### config.mk
export PLATFORM = sky130hd
export DESIGN_NAME = c_subset_token_scanner_flat
export DESIGN_NICKNAME = d
export VERILOG_FILES = /design/src/sv/tokscan_pkg.sv /design/src/sv/tokscan_if.sv /design/src/sv/tok_front.sv /design/src/sv/tok_queue.sv /design/src/sv/tok_back.sv /design/src/sv/c_subset_token_scanner.sv /design/src/flat_wrapper.sv
export SDC_FILE = /design/constraint.sdc
export NUM_CORES = 2
export LEC_CHECK = 0
export BUFFER_PORTS_ARGS = -buffer_cell sky130_fd_sc_hd__buf_2
export CAP_MARGIN = 20
export CORE_ASPECT_RATIO = 0.7
export CORE_UTILIZATION = 57
export CTS_CLUSTER_SIZE = 14
export DETAILED_ROUTE_END_ITERATION = 12
export PLACE_DENSITY = 0.77
export SYNTH_ARGS = -nofsm -noshare
export SYNTH_HDL_FRONTEND = slang
export SYNTH_SLANG_ARGS = --single-unit
### constraint.sdc
create_clock -name clk -period 12.66 [get_ports clk]
set_input_delay 0.633 -clock clk [delete_from_list [all_inputs] [get_ports clk]]
set_output_delay 0.633 -clock clk [all_outputs]
set_load 0.03 [all_outputs]
### src/sv/tokscan_pkg.sv
// Package of the token scanner: scan modes, result codes and character helpers.
package tokscan_pkg;

  localparam int OFFSET_BITS_DEF   = 24;
  localparam int POSITION_BITS_DEF = 16;
  localparam int QUEUE_DEPTH       = 4;

  typedef enum logic [3:0] {
    M_IDLE, M_DIRECTIVE, M_WORD, M_NUMBER, M_AFTERDOT,
    M_BADIDENT, M_STRING, M_ESCAPE, M_AMP, M_PLUS
  } scan_mode_t;

  localparam logic [3:0] K_KEYWORD  = 4'd0;
  localparam logic [3:0] K_BOOL     = 4'd1;
  localparam logic [3:0] K_IDENT    = 4'd2;
  localparam logic [3:0] K_INT      = 4'd3;
  localparam logic [3:0] K_FLOAT    = 4'd4;
  localparam logic [3:0] K_STRING   = 4'd5;
  localparam logic [3:0] K_OPERATOR = 4'd6;
  localparam logic [3:0] K_DELIM    = 4'd7;
  localparam logic [3:0] K_ERROR    = 4'd8;
  localparam logic [3:0] K_END      = 4'd9;

  localparam logic [2:0] E_NONE     = 3'd0;
  localparam logic [2:0] E_DOT      = 3'd1;
  localparam logic [2:0] E_BADIDENT = 3'd2;
  localparam logic [2:0] E_UNCLOSED = 3'd3;
  localparam logic [2:0] E_UNKNOWN  = 3'd4;
  localparam logic [2:0] E_INVALID  = 3'd5;

  localparam logic [3:0] NO_WORD    = 4'd10;
  localparam logic [7:0] OP_ANDAND  = 8'd1;
  localparam logic [7:0] OP_PLUSPLUS = 8'd2;
  localparam logic [7:0] OP_NONE    = 8'd0;

  localparam logic [47:0] WORD_TEXT [10] = '{
    48'h696E74, 48'h63686172, 48'h72657475726E, 48'h6966, 48'h656C7365,
    48'h666F72, 48'h74727565, 48'h66616C7365, 48'h54727565, 48'h46616C7365
  };
  localparam logic [2:0] WORD_LEN [10] = '{3'd3, 3'd4, 3'd6, 3'd2, 3'd4,
                                            3'd3, 3'd4, 3'd5, 3'd4, 3'd5};

  function automatic logic is_alpha(logic [7:0] c);
    return (c >= "a" && c <= "z") || (c >= "A" && c <= "Z");
  endfunction

  function automatic logic is_digit(logic [7:0] c);
    return c >= "0" && c <= "9";
  endfunction

  function automatic logic word_start(logic [7:0] c);
    return is_alpha(c) || c == "_";
  endfunction

  function automatic logic word_char(logic [7:0] c);
    return is_alpha(c) || is_digit(c) || c == "_";
  endfunction

  // Returns the keyword or boolean index, or NO_WORD.
  function automatic logic [3:0] word_lookup(logic [47:0] wbuf, logic [2:0] wlen);
    logic [3:0] idx;
    idx = NO_WORD;
    for (int w = 9; w >= 0; w--) begin
      if (WORD_LEN[w] == wlen && WORD_TEXT[w] == wbuf) idx = 4'(w);
    end
    return idx;
  endfunction

endpackage

### src/sv/tokscan_if.sv
// Stream interfaces of the token scanner: source bytes in, token results out.
interface tok_in_if;
  logic       valid;
  logic       ready;
  logic [7:0] text_byte;
  logic       end_of_text;
  modport source (output valid, output text_byte, output end_of_text, input ready);
  modport sink   (input valid, input text_byte, input end_of_text, output ready);
endinterface

interface tok_out_if #(
  parameter int OFFSET_BITS   = tokscan_pkg::OFFSET_BITS_DEF,
  parameter int POSITION_BITS = tokscan_pkg::POSITION_BITS_DEF
);
  logic                     valid;
  logic                     ready;
  logic [3:0]               token_kind;
  logic [2:0]               error_code;
  logic [3:0]               word_index;
  logic [7:0]               op_code;
  logic [OFFSET_BITS-1:0]   start_offset;
  logic [OFFSET_BITS-1:0]   lexeme_length;
  logic [POSITION_BITS-1:0] token_line;
  logic [POSITION_BITS-1:0] token_column;
  logic                     last_of_run;
  modport source (output valid, output token_kind, output error_code, output word_index,
                  output op_code, output start_offset, output lexeme_length,
                  output token_line, output token_column, output last_of_run,
                  input ready);
  modport sink   (input valid, input token_kind, input error_code, input word_index,
                  input op_code, input start_offset, input lexeme_length,
                  input token_line, input token_column, input last_of_run,
                  output ready);
endinterface

### src/sv/tok_front.sv
// Front end: scans one byte per transfer and pushes the results it causes as a bundle.
module tok_front #(
  parameter int OFFSET_BITS   = tokscan_pkg::OFFSET_BITS_DEF,
  parameter int POSITION_BITS = tokscan_pkg::POSITION_BITS_DEF,
  localparam int RES_BITS     = 19 + 2*OFFSET_BITS + 2*POSITION_BITS,
  localparam int BUNDLE_BITS  = 2 + 3*RES_BITS
) (
  input  logic                   clk,
  input  logic                   rst_n,
  input  logic                   take_i,
  input  logic [7:0]             byte_i,
  input  logic                   eot_i,
  output logic                   push_o,
  output logic [BUNDLE_BITS-1:0] bundle_o
);

  typedef struct packed {
    logic [3:0]               kind;
    logic [2:0]               err;
    logic [3:0]               word;
    logic [7:0]               op;
    logic [OFFSET_BITS-1:0]   off;
    logic [OFFSET_BITS-1:0]   len;
    logic [POSITION_BITS-1:0] line;
    logic [POSITION_BITS-1:0] col;
  } res_t;

  typedef struct packed {
    logic [1:0] cnt;
    res_t [2:0] res;
  } bundle_t;

  localparam logic [OFFSET_BITS-1:0]   OFF_MAX = {OFFSET_BITS{1'b1}};
  localparam logic [POSITION_BITS-1:0] POS_MAX = {POSITION_BITS{1'b1}};
  localparam logic [POSITION_BITS-1:0] POS_ONE = POSITION_BITS'(1);

  tokscan_pkg::scan_mode_t  mode_r, mode_nxt;
  logic                     dot_r, dot_nxt;
  logic [OFFSET_BITS-1:0]   off_r, off_nxt, tso_r, tso_nxt, tlen_r, tlen_nxt;
  logic [POSITION_BITS-1:0] line_r, line_nxt, col_r, col_nxt;
  logic [POSITION_BITS-1:0] tsl_r, tsl_nxt, tsc_r, tsc_nxt;
  logic [47:0]              wbuf_r, wbuf_nxt;
  logic [2:0]               wlen_r, wlen_nxt;

  res_t     cand [4];
  logic [2:0] n;
  bundle_t  bundle;

  always_comb begin
    logic absorbed;
    logic [7:0] c;
    c = byte_i;
    mode_nxt = mode_r;  dot_nxt = dot_r;   off_nxt = off_r;
    tso_nxt = tso_r;    tlen_nxt = tlen_r; line_nxt = line_r;
    col_nxt = col_r;    tsl_nxt = tsl_r;   tsc_nxt = tsc_r;
    wbuf_nxt = wbuf_r;  wlen_nxt = wlen_r;
    n = 3'd0;
    absorbed = 1'b0;
    for (int i = 0; i < 4; i++) cand[i] = '0;

    // Bytes that continue or close the open token.
    unique case (mode_r)
      tokscan_pkg::M_DIRECTIVE: begin
        if (c == 8'h0A) mode_nxt = tokscan_pkg::M_IDLE;
        else absorbed = 1'b1;
      end
      tokscan_pkg::M_WORD: begin
        if (tokscan_pkg::word_char(c)) begin
          absorbed = 1'b1;
          if (tlen_nxt < OFF_MAX) tlen_nxt = tlen_nxt + 1'b1;
          if (wlen_nxt < 3'd6) wbuf_nxt = {wbuf_nxt[39:0], c};
          if (wlen_nxt < 3'd7) wlen_nxt = wlen_nxt + 3'd1;
        end else begin
          cand[n[1:0]] = '{tokscan_pkg::word_lookup(wbuf_nxt, wlen_nxt) == tokscan_pkg::NO_WORD
                             ? tokscan_pkg::K_IDENT
                             : (tokscan_pkg::word_lookup(wbuf_nxt, wlen_nxt) < 4'd6
                                ? tokscan_pkg::K_KEYWORD : tokscan_pkg::K_BOOL),
                           tokscan_pkg::E_NONE, tokscan_pkg::word_lookup(wbuf_nxt, wlen_nxt),
                           tokscan_pkg::OP_NONE, tso_nxt, tlen_nxt, tsl_nxt, tsc_nxt};
          n = n + 3'd1;
          mode_nxt = tokscan_pkg::M_IDLE;
        end
      end
      tokscan_pkg::M_NUMBER: begin
        if (tokscan_pkg::is_digit(c)) begin
          absorbed = 1'b1;
          if (tlen_nxt < OFF_MAX) tlen_nxt = tlen_nxt + 1'b1;
        end else if (c == ".") begin
          absorbed = 1'b1;
          if (tlen_nxt < OFF_MAX) tlen_nxt = tlen_nxt + 1'b1;
          if (dot_nxt) begin
            cand[n[1:0]] = '{tokscan_pkg::K_ERROR, tokscan_pkg::E_DOT, tokscan_pkg::NO_WORD,
                             tokscan_pkg::OP_NONE, tso_nxt, tlen_nxt, tsl_nxt, tsc_nxt};
            n = n + 3'd1;
            mode_nxt = tokscan_pkg::M_AFTERDOT;
          end else begin
            dot_nxt = 1'b1;
          end
        end else if (tokscan_pkg::word_start(c)) begin
          absorbed = 1'b1;
          if (tlen_nxt < OFF_MAX) tlen_nxt = tlen_nxt + 1'b1;
          mode_nxt = tokscan_pkg::M_BADIDENT;
        end else begin
          cand[n[1:0]] = '{dot_nxt ? tokscan_pkg::K_FLOAT : tokscan_pkg::K_INT,
                           tokscan_pkg::E_NONE, tokscan_pkg::NO_WORD, tokscan_pkg::OP_NONE,
                           tso_nxt, tlen_nxt, tsl_nxt, tsc_nxt};
          n = n + 3'd1;
          mode_nxt = tokscan_pkg::M_IDLE;
        end
      end
      tokscan_pkg::M_AFTERDOT: begin
        if (tokscan_pkg::word_start(c)) begin
          absorbed = 1'b1;
          if (tlen_nxt < OFF_MAX) tlen_nxt = tlen_nxt + 1'b1;
          mode_nxt = tokscan_pkg::M_BADIDENT;
        end else begin
          cand[n[1:0]] = '{tokscan_pkg::K_FLOAT, tokscan_pkg::E_NONE, tokscan_pkg::NO_WORD,
                           tokscan_pkg::OP_NONE, tso_nxt, tlen_nxt, tsl_nxt, tsc_nxt};
          n = n + 3'd1;
          mode_nxt = tokscan_pkg::M_IDLE;
        end
      end
      tokscan_pkg::M_BADIDENT: begin
        if (tokscan_pkg::word_char(c)) begin
          absorbed = 1'b1;
          if (tlen_nxt < OFF_MAX) tlen_nxt = tlen_nxt + 1'b1;
        end else begin
          cand[n[1:0]] = '{tokscan_pkg::K_ERROR, tokscan_pkg::E_BADIDENT,
                           tokscan_pkg::NO_WORD, tokscan_pkg::OP_NONE,
                           tso_nxt, tlen_nxt, tsl_nxt, tsc_nxt};
          n = n + 3'd1;
          mode_nxt = tokscan_pkg::M_IDLE;
        end
      end
      tokscan_pkg::M_STRING: begin
        absorbed = 1'b1;
        if (tlen_nxt < OFF_MAX) tlen_nxt = tlen_nxt + 1'b1;
        if (c == 8'h5C) begin
          mode_nxt = tokscan_pkg::M_ESCAPE;
        end else if (c == 8'h22) begin
          cand[n[1:0]] = '{tokscan_pkg::K_STRING, tokscan_pkg::E_NONE, tokscan_pkg::NO_WORD,
                           tokscan_pkg::OP_NONE, tso_nxt, tlen_nxt, tsl_nxt, tsc_nxt};
          n = n + 3'd1;
          mode_nxt = tokscan_pkg::M_IDLE;
        end
      end
      tokscan_pkg::M_ESCAPE: begin
        absorbed = 1'b1;
        if (tlen_nxt < OFF_MAX) tlen_nxt = tlen_nxt + 1'b1;
        mode_nxt = tokscan_pkg::M_STRING;
      end
      tokscan_pkg::M_AMP: begin
        if (c == "&") begin
          absorbed = 1'b1;
          if (tlen_nxt < OFF_MAX) tlen_nxt = tlen_nxt + 1'b1;
          cand[n[1:0]] = '{tokscan_pkg::K_OPERATOR, tokscan_pkg::E_NONE,
                           tokscan_pkg::NO_WORD, tokscan_pkg::OP_ANDAND,
                           tso_nxt, tlen_nxt, tsl_nxt, tsc_nxt};
        end else begin
          cand[n[1:0]] = '{tokscan_pkg::K_ERROR, tokscan_pkg::E_UNKNOWN,
                           tokscan_pkg::NO_WORD, 8'h26, tso_nxt, tlen_nxt, tsl_nxt, tsc_nxt};
        end
        n = n + 3'd1;
        mode_nxt = tokscan_pkg::M_IDLE;
      end
      tokscan_pkg::M_PLUS: begin
        if (c == "+") begin
          absorbed = 1'b1;
          if (tlen_nxt < OFF_MAX) tlen_nxt = tlen_nxt + 1'b1;
          cand[n[1:0]] = '{tokscan_pkg::K_OPERATOR, tokscan_pkg::E_NONE,
                           tokscan_pkg::NO_WORD, tokscan_pkg::OP_PLUSPLUS,
                           tso_nxt, tlen_nxt, tsl_nxt, tsc_nxt};
        end else begin
          cand[n[1:0]] = '{tokscan_pkg::K_OPERATOR, tokscan_pkg::E_NONE,
                           tokscan_pkg::NO_WORD, 8'h2B, tso_nxt, tlen_nxt, tsl_nxt, tsc_nxt};
        end
        n = n + 3'd1;
        mode_nxt = tokscan_pkg::M_IDLE;
      end
      default: mode_nxt = tokscan_pkg::M_IDLE;
    endcase

    // A byte the open token did not take starts something new.
    if (!absorbed) begin
      tso_nxt = off_r;  tsl_nxt = line_r;  tsc_nxt = col_r;
      tlen_nxt = '0;    dot_nxt = 1'b0;    wbuf_nxt = '0;  wlen_nxt = '0;
      if (c == 8'h20 || c == 8'h09 || c == 8'h0D || c == 8'h0A) begin
        mode_nxt = tokscan_pkg::M_IDLE;
      end else if (c == "#") begin
        mode_nxt = tokscan_pkg::M_DIRECTIVE;
      end else begin
        tlen_nxt = OFFSET_BITS'(1);
        if (tokscan_pkg::word_start(c)) begin
          wbuf_nxt = {40'd0, c};
          wlen_nxt = 3'd1;
          mode_nxt = tokscan_pkg::M_WORD;
        end else if (tokscan_pkg::is_digit(c)) begin
          mode_nxt = tokscan_pkg::M_NUMBER;
        end else if (c == 8'h22) begin
          mode_nxt = tokscan_pkg::M_STRING;
        end else if (c == "&") begin
          mode_nxt = tokscan_pkg::M_AMP;
        end else if (c == "+") begin
          mode_nxt = tokscan_pkg::M_PLUS;
        end else begin
          mode_nxt = tokscan_pkg::M_IDLE;
          if (c == "=" || c == ">" || c == "<") begin
            cand[n[1:0]] = '{tokscan_pkg::K_OPERATOR, tokscan_pkg::E_NONE,
                             tokscan_pkg::NO_WORD, c, tso_nxt, tlen_nxt, tsl_nxt, tsc_nxt};
          end else if (c == "|" || c == "!" || c == ":" || c == "%" || c == "^") begin
            cand[n[1:0]] = '{tokscan_pkg::K_ERROR, tokscan_pkg::E_UNKNOWN,
                             tokscan_pkg::NO_WORD, c, tso_nxt, tlen_nxt, tsl_nxt, tsc_nxt};
          end else if (c == "(" || c == ")" || c == "{" || c == "}" || c == "[" ||
                       c == "]" || c == "," || c == ";") begin
            cand[n[1:0]] = '{tokscan_pkg::K_DELIM, tokscan_pkg::E_NONE,
                             tokscan_pkg::NO_WORD, c, tso_nxt, tlen_nxt, tsl_nxt, tsc_nxt};
          end else begin
            cand[n[1:0]] = '{tokscan_pkg::K_ERROR, tokscan_pkg::E_INVALID,
                             tokscan_pkg::NO_WORD, c, tso_nxt, tlen_nxt, tsl_nxt, tsc_nxt};
          end
          n = n + 3'd1;
        end
      end
    end

    if (off_nxt < OFF_MAX) off_nxt = off_nxt + 1'b1;
    if (c == 8'h0A) begin
      if (line_nxt < POS_MAX) line_nxt = line_nxt + 1'b1;
      col_nxt = POS_ONE;
    end else if (col_nxt < POS_MAX) begin
      col_nxt = col_nxt + 1'b1;
    end

    // End of text closes the pending token, reports the end and restarts.
    if (eot_i) begin
      case (mode_nxt)
        tokscan_pkg::M_WORD: begin
          cand[n[1:0]] = '{tokscan_pkg::word_lookup(wbuf_nxt, wlen_nxt) == tokscan_pkg::NO_WORD
                             ? tokscan_pkg::K_IDENT
                             : (tokscan_pkg::word_lookup(wbuf_nxt, wlen_nxt) < 4'd6
                                ? tokscan_pkg::K_KEYWORD : tokscan_pkg::K_BOOL),
                           tokscan_pkg::E_NONE, tokscan_pkg::word_lookup(wbuf_nxt, wlen_nxt),
                           tokscan_pkg::OP_NONE, tso_nxt, tlen_nxt, tsl_nxt, tsc_nxt};
          n = n + 3'd1;
        end
        tokscan_pkg::M_NUMBER: begin
          cand[n[1:0]] = '{dot_nxt ? tokscan_pkg::K_FLOAT : tokscan_pkg::K_INT,
                           tokscan_pkg::E_NONE, tokscan_pkg::NO_WORD, tokscan_pkg::OP_NONE,
                           tso_nxt, tlen_nxt, tsl_nxt, tsc_nxt};
          n = n + 3'd1;
        end
        tokscan_pkg::M_AFTERDOT: begin
          cand[n[1:0]] = '{tokscan_pkg::K_FLOAT, tokscan_pkg::E_NONE, tokscan_pkg::NO_WORD,
                           tokscan_pkg::OP_NONE, tso_nxt, tlen_nxt, tsl_nxt, tsc_nxt};
          n = n + 3'd1;
        end
        tokscan_pkg::M_BADIDENT: begin
          cand[n[1:0]] = '{tokscan_pkg::K_ERROR, tokscan_pkg::E_BADIDENT,
                           tokscan_pkg::NO_WORD, tokscan_pkg::OP_NONE,
                           tso_nxt, tlen_nxt, tsl_nxt, tsc_nxt};
          n = n + 3'd1;
        end
        tokscan_pkg::M_STRING, tokscan_pkg::M_ESCAPE: begin
          cand[n[1:0]] = '{tokscan_pkg::K_ERROR, tokscan_pkg::E_UNCLOSED,
                           tokscan_pkg::NO_WORD, tokscan_pkg::OP_NONE,
                           tso_nxt, tlen_nxt, tsl_nxt, tsc_nxt};
          n = n + 3'd1;
        end
        tokscan_pkg::M_AMP: begin
          cand[n[1:0]] = '{tokscan_pkg::K_ERROR, tokscan_pkg::E_UNKNOWN,
                           tokscan_pkg::NO_WORD, 8'h26, tso_nxt, tlen_nxt, tsl_nxt, tsc_nxt};
          n = n + 3'd1;
        end
        tokscan_pkg::M_PLUS: begin
          cand[n[1:0]] = '{tokscan_pkg::K_OPERATOR, tokscan_pkg::E_NONE,
                           tokscan_pkg::NO_WORD, 8'h2B, tso_nxt, tlen_nxt, tsl_nxt, tsc_nxt};
          n = n + 3'd1;
        end
        default: ;
      endcase
      // Only three results fit one step; a fourth end marker is dropped.
      cand[n[1:0]] = '{tokscan_pkg::K_END, tokscan_pkg::E_NONE, tokscan_pkg::NO_WORD,
                       tokscan_pkg::OP_NONE, off_nxt, '0, line_nxt, col_nxt};
      n = n + 3'd1;
      mode_nxt = tokscan_pkg::M_IDLE;
      dot_nxt = 1'b0;  off_nxt = '0;  line_nxt = POS_ONE;  col_nxt = POS_ONE;
      tso_nxt = '0;    tsl_nxt = POS_ONE;  tsc_nxt = POS_ONE;
      wbuf_nxt = '0;   wlen_nxt = '0;  tlen_nxt = '0;
    end
  end

  always_comb begin
    bundle.cnt    = (n > 3'd3) ? 2'd3 : n[1:0];
    bundle.res[0] = cand[0];
    bundle.res[1] = cand[1];
    bundle.res[2] = cand[2];
  end

  assign push_o   = take_i && (n != 3'd0);
  assign bundle_o = bundle;

  always_ff @(posedge clk) begin
    if (!rst_n) begin
      mode_r <= tokscan_pkg::M_IDLE;
      dot_r  <= 1'b0;
      off_r  <= '0;
      line_r <= POS_ONE;
      col_r  <= POS_ONE;
      tso_r  <= '0;
      tsl_r  <= POS_ONE;
      tsc_r  <= POS_ONE;
      tlen_r <= '0;
      wbuf_r <= '0;
      wlen_r <= '0;
    end else if (take_i) begin
      mode_r <= mode_nxt;
      dot_r  <= dot_nxt;
      off_r  <= off_nxt;
      line_r <= line_nxt;
      col_r  <= col_nxt;
      tso_r  <= tso_nxt;
      tsl_r  <= tsl_nxt;
      tsc_r  <= tsc_nxt;
      tlen_r <= tlen_nxt;
      wbuf_r <= wbuf_nxt;
      wlen_r <= wlen_nxt;
    end
  end

endmodule

### src/sv/tok_queue.sv
// Small register queue that holds result bundles between the front and back ends.
module tok_queue #(
  parameter int WIDTH = 8,
  parameter int DEPTH = tokscan_pkg::QUEUE_DEPTH,
  localparam int PTR_BITS = (DEPTH > 1) ? $clog2(DEPTH) : 1
) (
  input  logic             clk,
  input  logic             rst_n,
  input  logic             push_i,
  input  logic [WIDTH-1:0] data_i,
  input  logic             pop_i,
  output logic [WIDTH-1:0] data_o,
  output logic             empty_o,
  output logic             full_o
);

  logic [WIDTH-1:0]  mem_r [DEPTH];
  logic [PTR_BITS-1:0] wr_r, wr_nxt, rd_r, rd_nxt;
  logic [PTR_BITS:0] cnt_r, cnt_nxt;

  assign empty_o = (cnt_r == '0);
  assign full_o  = (cnt_r == (PTR_BITS+1)'(DEPTH));
  assign data_o  = mem_r[rd_r];

  always_comb begin
    wr_nxt  = wr_r;
    rd_nxt  = rd_r;
    cnt_nxt = cnt_r;
    if (push_i) wr_nxt = (wr_r == PTR_BITS'(DEPTH-1)) ? '0 : wr_r + 1'b1;
    if (pop_i)  rd_nxt = (rd_r == PTR_BITS'(DEPTH-1)) ? '0 : rd_r + 1'b1;
    if (push_i && !pop_i) cnt_nxt = cnt_r + 1'b1;
    else if (pop_i && !push_i) cnt_nxt = cnt_r - 1'b1;
  end

  always_ff @(posedge clk) begin
    if (!rst_n) begin
      wr_r  <= '0;
      rd_r  <= '0;
      cnt_r <= '0;
    end else begin
      wr_r  <= wr_nxt;
      rd_r  <= rd_nxt;
      cnt_r <= cnt_nxt;
    end
  end

  always_ff @(posedge clk) begin
    if (push_i) mem_r[wr_r] <= data_i;
  end

endmodule

### src/sv/tok_back.sv
// Back end: hands out the results of the head bundle one transfer at a time.
module tok_back #(
  parameter int OFFSET_BITS   = tokscan_pkg::OFFSET_BITS_DEF,
  parameter int POSITION_BITS = tokscan_pkg::POSITION_BITS_DEF,
  localparam int RES_BITS     = 19 + 2*OFFSET_BITS + 2*POSITION_BITS,
  localparam int BUNDLE_BITS  = 2 + 3*RES_BITS
) (
  input  logic                   clk,
  input  logic                   rst_n,
  input  logic [BUNDLE_BITS-1:0] bundle_i,
  input  logic                   empty_i,
  output logic                   pop_o,
  tok_out_if.source              out_ch
);

  typedef struct packed {
    logic [3:0]               kind;
    logic [2:0]               err;
    logic [3:0]               word;
    logic [7:0]               op;
    logic [OFFSET_BITS-1:0]   off;
    logic [OFFSET_BITS-1:0]   len;
    logic [POSITION_BITS-1:0] line;
    logic [POSITION_BITS-1:0] col;
  } res_t;

  typedef struct packed {
    logic [1:0] cnt;
    res_t [2:0] res;
  } bundle_t;

  bundle_t    head;
  res_t       cur;
  logic [1:0] idx_r, idx_nxt;
  logic       last, xfer;

  assign head = bundle_t'(bundle_i);
  assign cur  = (idx_r == 2'd0) ? head.res[0] : (idx_r == 2'd1 ? head.res[1] : head.res[2]);
  assign last = (idx_r == head.cnt - 2'd1);
  assign xfer = out_ch.valid && out_ch.ready;
  assign pop_o = xfer && last;

  assign out_ch.valid         = !empty_i;
  assign out_ch.token_kind    = cur.kind;
  assign out_ch.error_code    = cur.err;
  assign out_ch.word_index    = cur.word;
  assign out_ch.op_code       = cur.op;
  assign out_ch.start_offset  = cur.off;
  assign out_ch.lexeme_length = cur.len;
  assign out_ch.token_line    = cur.line;
  assign out_ch.token_column  = cur.col;
  assign out_ch.last_of_run   = last;

  always_comb begin
    idx_nxt = idx_r;
    if (xfer) idx_nxt = last ? 2'd0 : idx_r + 2'd1;
  end

  always_ff @(posedge clk) begin
    if (!rst_n) idx_r <= 2'd0;
    else        idx_r <= idx_nxt;
  end

endmodule

### src/sv/c_subset_token_scanner.sv
// Top level of the token scanner: front end, bundle queue and back end.
//
// Source bytes enter on in_ch, one per transfer, with end_of_text on the last
// byte of a text. Tokens leave on out_ch, one result per transfer; last_of_run
// marks the final result caused by one byte, and a kind-end result closes each
// text, after which the scanner starts the next text from line 1, column 1.
// A byte is scanned in the cycle it is transferred; its results enter the
// bundle queue and leave on out_ch one per cycle while the receiver is ready.
// A new byte is taken every cycle as long as the four-entry bundle queue is not
// full, so bytes that cause at most one result each run at one byte per cycle;
// a byte that causes two or three results holds the output for one transfer per
// result, which sets the sustained rate. When the receiver stalls, the queue
// absorbs up to four bundles before in_ch.ready drops. A synchronous reset empties
// the queue and returns every counter and the scan state to the start of a text.
module c_subset_token_scanner #(
  parameter int OFFSET_BITS   = tokscan_pkg::OFFSET_BITS_DEF,
  parameter int POSITION_BITS = tokscan_pkg::POSITION_BITS_DEF
) (
  input  logic      clk,
  input  logic      rst_n,
  tok_in_if.sink    in_ch,
  tok_out_if.source out_ch
);

  localparam int RES_BITS    = 19 + 2*OFFSET_BITS + 2*POSITION_BITS;
  localparam int BUNDLE_BITS = 2 + 3*RES_BITS;

  logic                   push, pop, empty, full, take;
  logic [BUNDLE_BITS-1:0] wdata, rdata;

  assign in_ch.ready = !full;
  assign take        = in_ch.valid && !full;

  tok_front #(.OFFSET_BITS(OFFSET_BITS), .POSITION_BITS(POSITION_BITS)) u_front (
    .clk(clk), .rst_n(rst_n), .take_i(take), .byte_i(in_ch.text_byte),
    .eot_i(in_ch.end_of_text), .push_o(push), .bundle_o(wdata)
  );

  tok_queue #(.WIDTH(BUNDLE_BITS), .DEPTH(tokscan_pkg::QUEUE_DEPTH)) u_queue (
    .clk(clk), .rst_n(rst_n), .push_i(push), .data_i(wdata), .pop_i(pop),
    .data_o(rdata), .empty_o(empty), .full_o(full)
  );

  tok_back #(.OFFSET_BITS(OFFSET_BITS), .POSITION_BITS(POSITION_BITS)) u_back (
    .clk(clk), .rst_n(rst_n), .bundle_i(rdata), .empty_i(empty), .pop_o(pop),
    .out_ch(out_ch)
  );

endmodule

### src/flat_wrapper.sv
// flat-port wrapper written by rule: the top's interface ports become plain ports
module c_subset_token_scanner_flat 
#(
  parameter int OFFSET_BITS   = tokscan_pkg::OFFSET_BITS_DEF,
  parameter int POSITION_BITS = tokscan_pkg::POSITION_BITS_DEF
)
  (clk, rst_n, in_ch_valid, in_ch_text_byte, in_ch_end_of_text, in_ch_ready, out_ch_valid, out_ch_token_kind, out_ch_error_code, out_ch_word_index, out_ch_op_code, out_ch_start_offset, out_ch_lexeme_length, out_ch_token_line, out_ch_token_column, out_ch_last_of_run, out_ch_ready);
  tok_in_if in_ch_i ();
  tok_out_if #(.OFFSET_BITS(OFFSET_BITS), .POSITION_BITS(POSITION_BITS)) out_ch_i ();
  input  logic clk;
  input  logic rst_n;
  input wire logic [$bits(in_ch_i.valid)-1:0] in_ch_valid;
  input wire logic [$bits(in_ch_i.text_byte)-1:0] in_ch_text_byte;
  input wire logic [$bits(in_ch_i.end_of_text)-1:0] in_ch_end_of_text;
  output wire logic [$bits(in_ch_i.ready)-1:0] in_ch_ready;
  output wire logic [$bits(out_ch_i.valid)-1:0] out_ch_valid;
  output wire logic [$bits(out_ch_i.token_kind)-1:0] out_ch_token_kind;
  output wire logic [$bits(out_ch_i.error_code)-1:0] out_ch_error_code;
  output wire logic [$bits(out_ch_i.word_index)-1:0] out_ch_word_index;
  output wire logic [$bits(out_ch_i.op_code)-1:0] out_ch_op_code;
  output wire logic [$bits(out_ch_i.start_offset)-1:0] out_ch_start_offset;
  output wire logic [$bits(out_ch_i.lexeme_length)-1:0] out_ch_lexeme_length;
  output wire logic [$bits(out_ch_i.token_line)-1:0] out_ch_token_line;
  output wire logic [$bits(out_ch_i.token_column)-1:0] out_ch_token_column;
  output wire logic [$bits(out_ch_i.last_of_run)-1:0] out_ch_last_of_run;
  input wire logic [$bits(out_ch_i.ready)-1:0] out_ch_ready;
  assign in_ch_i.valid = in_ch_valid;
  assign in_ch_i.text_byte = in_ch_text_byte;
  assign in_ch_i.end_of_text = in_ch_end_of_text;
  assign in_ch_ready = in_ch_i.ready;
  assign out_ch_valid = out_ch_i.valid;
  assign out_ch_token_kind = out_ch_i.token_kind;
  assign out_ch_error_code = out_ch_i.error_code;
  assign out_ch_word_index = out_ch_i.word_index;
  assign out_ch_op_code = out_ch_i.op_code;
  assign out_ch_start_offset = out_ch_i.start_offset;
  assign out_ch_lexeme_length = out_ch_i.lexeme_length;
  assign out_ch_token_line = out_ch_i.token_line;
  assign out_ch_token_column = out_ch_i.token_column;
  assign out_ch_last_of_run = out_ch_i.last_of_run;
  assign out_ch_i.ready = out_ch_ready;
  c_subset_token_scanner #(.OFFSET_BITS(OFFSET_BITS), .POSITION_BITS(POSITION_BITS)) u_core (.clk(clk), .rst_n(rst_n), .in_ch(in_ch_i), .out_ch(out_ch_i));
endmodule
Word-level counts from Yosys, hierarchy flattened

Memories as Yosys holds them, arrays and structs flattened. A register that Yosys moved wholly into a read port is not among the register bits.
Cells that the tools add are included.

Magnitude comparators: 21
Reduce and logical (&&, ||, !) cells: 65
Add/sub/neg operators: 14
Bitwise operators: 3
Equality and inequality tests: 81
Multiplexer cells: 178

Operator list:

| kind                    | count |
|---|---|
| $mux W396               | 13 |
| $bwmux W396             | 12 |
| $pmux W396 S7           | 1 |
| $mux W99                | 10 |
| $pmux W99 S7            | 1 |
| $demux W99 S2           | 3 |
| $mux W98                | 4 |
| $eq A31 B48 Y1 const A  | 8 |
| $mux W24                | 13 |
| $mux W48                | 5 |
| $eq A23 B48 Y1 const A  | 4 |
| $eq A39 B48 Y1 const A  | 4 |
| $mux W16                | 10 |
| $mux W4                 | 37 |
| $pmux W24 S6            | 1 |
| $eq A8 B6 Y1 const B    | 16 |
| $mux W97                | 1 |
| $eq A15 B48 Y1 const A  | 2 |
| $eq A47 B48 Y1 const A  | 2 |
| $mux W86                | 1 |
| $mux W3                 | 23 |
| $eq A8 B7 Y1 const B    | 8 |
| $add A24 B1 Y24 const B | 2 |
| $lt A24 B24 Y1 const B  | 2 |
| 42 further kinds        | 179 |

Memories: 1
Register bits after elaboration: 201
Output and inout port bits: 102
Input port bits: 13
Word-level logic and storage cells: 378
Bits in writable memories: 1196

Memory list:

| memory               | words | bits a word | rd ports | clocked after Yosys merged registers in | write ports | RTL line        | RTL |
|---|---|---|---|---|---|---|---|
| u_core.u_queue.mem_r | 4     | 299         | 1        | 1                                       | 1           | tok_queue.sv:17 | `logic [WIDTH-1:0] mem_r [DEPTH];` |

Logic depth before layout (Yosys ltp)

Word-level depth: 36
Mapped depth: 24

Modules after synthesis

Synthesis repeated with hierarchy kept, for this count alone.

Cells, all modules: 4891
Area total of the unflattened synthesis: 64919.8 um^2

By module, submodules not included:

| module                 | cells an instance | area an instance (um^2) | instances |
|---|---|---|---|
| tok_queue              | 1605              | 43565.5                 | 1 |
| tok_front              | 2935              | 19123.3                 | 1 |
| tok_back               | 349               | 2220.9                  | 1 |
| c_subset_token_scanner | 2                 | 10.0                    | 1 |

Worst setup path after synthesis

No wires, ideal clock.

Path kind: input to register
Start point: input in_ch_text_byte[4]
End point: memory u_core.u_queue.mem_r[1][0] (netlist name) (enable)
Data arrival time: 10875 ps
Stages on the path: 18
Path slack: 1094 ps
Required time: 11968 ps
Cell sequence: buf_2 > or4_4 > o21ai_1 > nor2_1 > nor3_1 > nor3_1 > inv_1 > ha_1 > mux2_2 > ha_1 > nor2_1 > a21o_1 > ha_1 > nand2_1 > o21ai_0 > a211oi_1 > a211oi_2 > and2_1

Cells in the longest elaborated chain, start to end: 26
Elaborated cells between the ends (all ways): 85
Classes of those cells: 3 x add/sub; 6 x order compare; 19 x eq/ne; 44 x mux; 13 x reduce/logical

RTL lines:

| element                                      | RTL line                          | RTL |
|---|---|---|
| start: declaration                           | flat_wrapper.sv:13                | `input wire logic [$bits(in_ch_i.text_byte)-1:0] in_ch_text_byte;` |
| $ge A8 B7 Y1 or $le A8 B7 Y1 (tied branches) | tokscan_pkg.sv:44                 | `return (c >= "a" && c <= "z") \|\| (c >= "A" && c <= "Z");` |
| $logic_and A1 B1 Y1                          | tokscan_pkg.sv:44                 |  |
| $logic_or A1 B1 Y1                           | tokscan_pkg.sv:44                 |  |
| $logic_or A1 B1 Y1                           | tokscan_pkg.sv:52                 | `return is_alpha(c) \|\| c == "_";` |
| $mux W1                                      | tok_front.sv:99, tok_front.sv:112 |  |
| $mux W3                                      | tok_front.sv:88                   | `end else if (c == ".") begin` |
| $mux W3                                      | tok_front.sv:85                   | `if (tokscan_pkg::is_digit(c)) begin` |
| $pmux W3 S5                                  | tok_front.sv:62                   | `unique case (mode_r)` |
| (+11 left out)                               | -                                 |  |
| $mux W3                                      | tok_front.sv:235                  | `if (eot_i) begin` |
| $add A3 B1 Y3                                | tok_front.sv:284                  | `n = n + 3'd1;` |
| $mux W3 *                                    | tok_front.sv:235                  |  |
| $reduce_bool A3 Y1 *                         | tok_front.sv:299                  | `assign push_o = take_i && (n != 3'd0);` |
| $logic_and A1 B1 Y1 *                        | tok_front.sv:299                  |  |
| via u_core.push                              | c_subset_token_scanner.sv:28      | `logic push, pop, empty, full, take;` |
| $mux W1 *                                    | tok_queue.sv:48                   | `if (push_i) mem_r[wr_r] <= data_i;` |
| $mux W1 (implied by the code) *              | tok_queue.sv:48                   |  |
| end: declaration                             | tok_queue.sv:17                   |  |

The timed path passes the listed nets; every way through them passes the cells marked *. The select of a mux whose other input is x is not followed.

Final worst setup path

Start point: register u_core.u_front.mode_r[0]
End point: memory u_core.u_queue.mem_r[0][113] (netlist name), data pin

Cells in the longest elaborated chain, start to end: 25
Elaborated cells between the ends (all ways): 90
Classes of those cells: 2 x add/sub; 6 x order compare; 17 x eq/ne; 54 x mux; 3 x bitwise; 8 x reduce/logical

RTL lines:

| element                                                | RTL line         | RTL |
|---|---|---|
| start: declaration                                     | tok_front.sv:37  | `tokscan_pkg::scan_mode_t mode_r, mode_nxt;` |
| start signal: assignment                               | tok_front.sv:304 | `mode_r <= tokscan_pkg::M_IDLE;` |
| start signal: assignment                               | tok_front.sv:316 | `mode_r <= mode_nxt;` |
| branches (longest 24 deep; another with $add A3 B1 Y3) | -                |  |
| $mux W396 *                                            | tok_front.sv:235 |  |
| via u_core.u_front.bundle_o[113]                       | tok_front.sv:14  | `output logic [BUNDLE_BITS-1:0] bundle_o` |

Mark *: on every way through the listed nets, which the timed path passes. The select of a mux whose other input is x is not followed.

==> impl_metrics.yaml <==
clock_network:
  clk_pin_slew_worst_paths_ns: 0.07
  cts_buffer_depth: 3
  cts.sinks: 1375
  cts_buffers: 132
  cts_setup_buffers: 0
  cts-root-buf: "clkbuf_16"
  tritoncts: "yes"
  postCtsHoldBufs: 0
  ctsResizeCount: 0
  htree_levels: 4
  clk_latency_ns: 0.77
cells_and_area:
  nets: 4579
  area_delta_synth_final_pct: 9.253
  drive_gt1_share_pct: 16.18
  fin_util_pct: 63.05
  nFillCells: 7773
grt:
  gr-max-usage-layer: "met2"
  overflow: 0
  grt_pass1_vias: 40110
  grt_antenna_before_repair: 4
  use_met1_pct: 43.87
  grt_max_degree: 154
  grtUsageTotal_pct: 29.99
  grt_util_met2_pct: 44.62
  grt_first_pass_wirelength_mm: 252.2
  grt_util_met3_pct: 6.689
job:
  maxCapViolCount: 0
timing:
  rsz0062_at_grt: "false"
  timing.setup.tns_ns: 0
  fin_crit_sh_pct: 58.64
  finalClockSkew_ns: 0.04076
  slew_headroom_pct: 18.48
  setup_violations: 0
  worstMarginPinSlew_ns: 1.223
  finalHoldViolCount: 0
  period_needed_ns: 7.423
  max_freq_ghz: 0.1347
  finalMaxSlewViolations: 0
  worst_slack_ns: 5.237
logic_synthesis:
  yosysSeqAreaShare_pct: 62.45
  async_flop_share_pct: 0
  post-synth-top-area-cell: "edfxtp_1"
  synth.area.top_cells: "edfxtp_1, mux4_2, dfxtp_1"
  avgSynthCellArea_sq_um: 13.65
  syn_area_sq_mm: 0.06286
  synth_common_cells: "edfxtp_1, nand2_1, o21ai_0"
  synth_edf_count: 1172
  synth_top_area_share_pct: 55.99
  netlist-cell-type-count: 104
  synthCells: 4604
  synth_fp_nets: 4644
  synth_top_flop_cell: "edfxtp_1"
  synth-seq-cells: 1375
  ys_warn_count: 0
  yosysMostFrequentCell: "edfxtp_1"
power:
  p_int_mw: 8.230
  p_leak_nw: 21.68
  combPwrFrac_pct: 21.2
  p_per_area_mw_per_mm2: 170.6
  swShare_pct: 29.75
  pwr-share-clk_pct: 32.7
  pwr-share-seq_pct: 46.1
  vdd_ir_drop_max_uv: 234.0
  switchingPower_mw: 3.486
route:
  ant_nets: 0
  drt_wl_total_mm: 168.5
  drtPass1Iterations: 7
  vias: 42040
  drt_iter0_drc: 6330
  post-route-drc-count: 0
  viasPerCell: 6.902
  wl_per_cell_um: 27.67
place:
  port_buffers: 114
  hpwlAfterDp_mm: 100.2
  place_ws_ns: 4.976
  place_congestion: 1.016
die:
  pin_count: 115
  die_y_um: 279.9
  dieArea_sq_mm: 0.1116
  core_area_sq_mm: 0.1089
  dieWidth_um: 398.9
  rows: 101
  start_util_pct: 57.71
worst_setup_path:
  cp-endpoint: "u_core.u_queue.mem_r[0][113]"
  crit_start: "u_core.u_front.mode_r[0]"
  crit_required_ns: 13.15
  rr_worst_depth: 21
  end_kind: "flop"
  path_class: "reg2reg"
  crit_path_top_delay_cell: "buf_4"
  r2r-start: "u_core.u_front.mode_r[0]"
  regToRegSetupSlack_ns: 5.24
  slowest_delay_ns: 0.82
  worstPathMaxFanout: 57
  reg2reg_to: "u_core.u_queue.mem_r[0][113]"
  cp.arrival_ns: 7.91
  path_cells: "nor4bb_1 -> buf_4 -> nand2_1 -> o21ai_0 -> a21o_1 -> nor3_2 -> buf_4 -> inv_1 -> ha_1 -> mux2_2 -> ha_1 -> nor2_1 -> a21o_1 -> inv_1 -> ha_4 -> inv_1 -> a21oi_2 -> nor3_4 -> buf_4 -> nand2_1 -> o21ai_0"
  startpoint_type: "flop"
run_status:
  status: "finished clean"
worst_hold_path:
  hp-class: "in2reg"
-- cell families (layout without fill, tap and decap cells) --
family | after synthesis | in the layout | synth area share [%]
adder cells (fa/ha/maj) | 27 | 27 | 0.5493
flip-flops | 1375 | 1375 | 62.45
other | 0 | 3 | 0
multiplexers | 433 | 433 | 12.73
XOR/XNOR | 54 | 54 | 0.7524
AND/OR/NAND/NOR | 1278 | 1278 | 10.34
buffers and inverters | 428 | 471 | 2.729
AO/OA/AOI/OAI | 1009 | 1009 | 10.45
-- sequential cells by signal, summed over array words and instances (netlist names), named ones only --
| signal | cells |
|---|---|
| u_core.u_front.tsc_r | 16 |
| u_core.u_queue.mem_r | 1172 |
| u_core.u_front.line_r | 16 |
| u_core.u_front.col_r | 16 |
| u_core.u_front.off_r | 24 |
| u_core.u_front.tsl_r | 16 |
| u_core.u_front.tso_r | 24 |
| u_core.u_queue.rd_r | 2 |
| u_core.u_front.wlen_r | 3 |
| u_core.u_back.idx_r | 2 |
| u_core.u_front.tlen_r | 24 |
| u_core.u_front.dot_r | 1 |
| u_core.u_front.wbuf_r | 48 |
| u_core.u_queue.cnt_r | 3 |
| u_core.u_front.mode_r | 4 |
| u_core.u_queue.wr_r | 2 |
-- layer usage --
metal  wire (um)  vias to the layer above
met1       67590                    20880
met2       76310                     2827
met4        5243                        0
met5           0                        -
li1            -                    17900
met3       19400                      433
-- layout by cell type, fill, tap and decap left out, types with 13 or more instances in the layout --
cell,synthesis,final
and2_1,53,49
nand3_1,86,85
o211ai_1,15,15
or2_2,21,21
nand2_1,353,349
a21boi_0,14,14
xor2_1,25,25
inv_1,39,38
nor3_1,125,122
clkbuf_1,284,38
nor4_1,26,25
ha_1,26,23
o21ai_1,17,15
clkbuf_16,0,138
a221o_1,46,46
a31oi_1,14,14
nand4_1,49,49
dfxtp_1,203,201
nand2b_1,15,14
clkinv_2,0,16
o22ai_1,113,113
o21bai_1,13,13
a22oi_1,169,169
mux2i_1,137,137
o21ai_0,305,305
or3_1,19,19
nor2_1,223,218
xnor2_1,29,29
buf_2,41,113
edfxtp_1,1172,1172
mux4_2,293,293
clkinv_1,0,24
a21oi_1,159,159
buf_4,5,70
nor2b_1,187,187
and3_1,38,38
-- per-stage QoR --
stage                     instance area [sq um]  hold WS [ns]  std cells  total power, mW
after floorplan                           62860        0.4684       4604            7.249
after global placement                    64480        0.4916       5845            7.929
after detailed placement                  64480        0.5018       5845            7.977
after CTS                                 68630        0.2698       6087            11.76
after global routing                      68670        0.3438       6090            12.09
final                                     68680        0.3124       6092            11.72
-- power by group through the flow --
| stage | registers, mW | logic, mW | clock network (mW) |
|---|---|---|---|
| 6_report | 5.40 | 2.49 | 3.83 |
| 5_1_grt | 5.43 | 2.63 | 4.03 |
| 4_1_cts | 5.40 | 2.49 | 3.87 |
| 3_5_place_dp | 5.50 | 2.48 | 0 |
| 3_3_place_gp | 5.47 | 2.46 | 0 |
| 2_1_floorplan | 5.56 | 1.69 | 0 |
-- cell type report --
type                       count  area, sq um  area share, %
sequential                  1375        39270          57.17
multi-input combinational   2801        22070          32.14
clock buffer                 180         3651          5.316
tap                         1442         1804          2.627
timing repair buffer         190         1230          1.791
clock inverter                62        500.5         0.7287
inverter                      39        146.4         0.2131
antenna                        3        7.507        0.01093
-- worst max-delay path, delay by kind of cell, from the launching register on --
kind	cells	cell delay, ns
AND/OR/NAND/NOR	6	1.55
multiplexers	1	0.34
AO/OA/AOI/OAI	5	1.32
flip-flops	1	0.67
adder cells (fa/ha/maj)	3	0.93
buffers and inverters	6	2.33
-- worst min path at each step --
stage                                   startpoint                  endpoint  slack, ns  cells after the start
final                                 out_ch_ready    u_core.u_back.idx_r[0]       0.31                      4
after global routing                  out_ch_ready    u_core.u_back.idx_r[1]       0.34                      4
after CTS                             out_ch_ready    u_core.u_back.idx_r[0]       0.27                      4
after detailed placement  u_core.u_front.wbuf_r[7]  u_core.u_front.wbuf_r[7]       0.50                      1
after global placement      u_core.u_queue.wr_r[1]    u_core.u_queue.wr_r[1]       0.49                      2
after floorplan           u_core.u_front.wbuf_r[7]  u_core.u_front.wbuf_r[7]       0.47                      1
No activity file was read; power rests on OpenSTA's default activity.
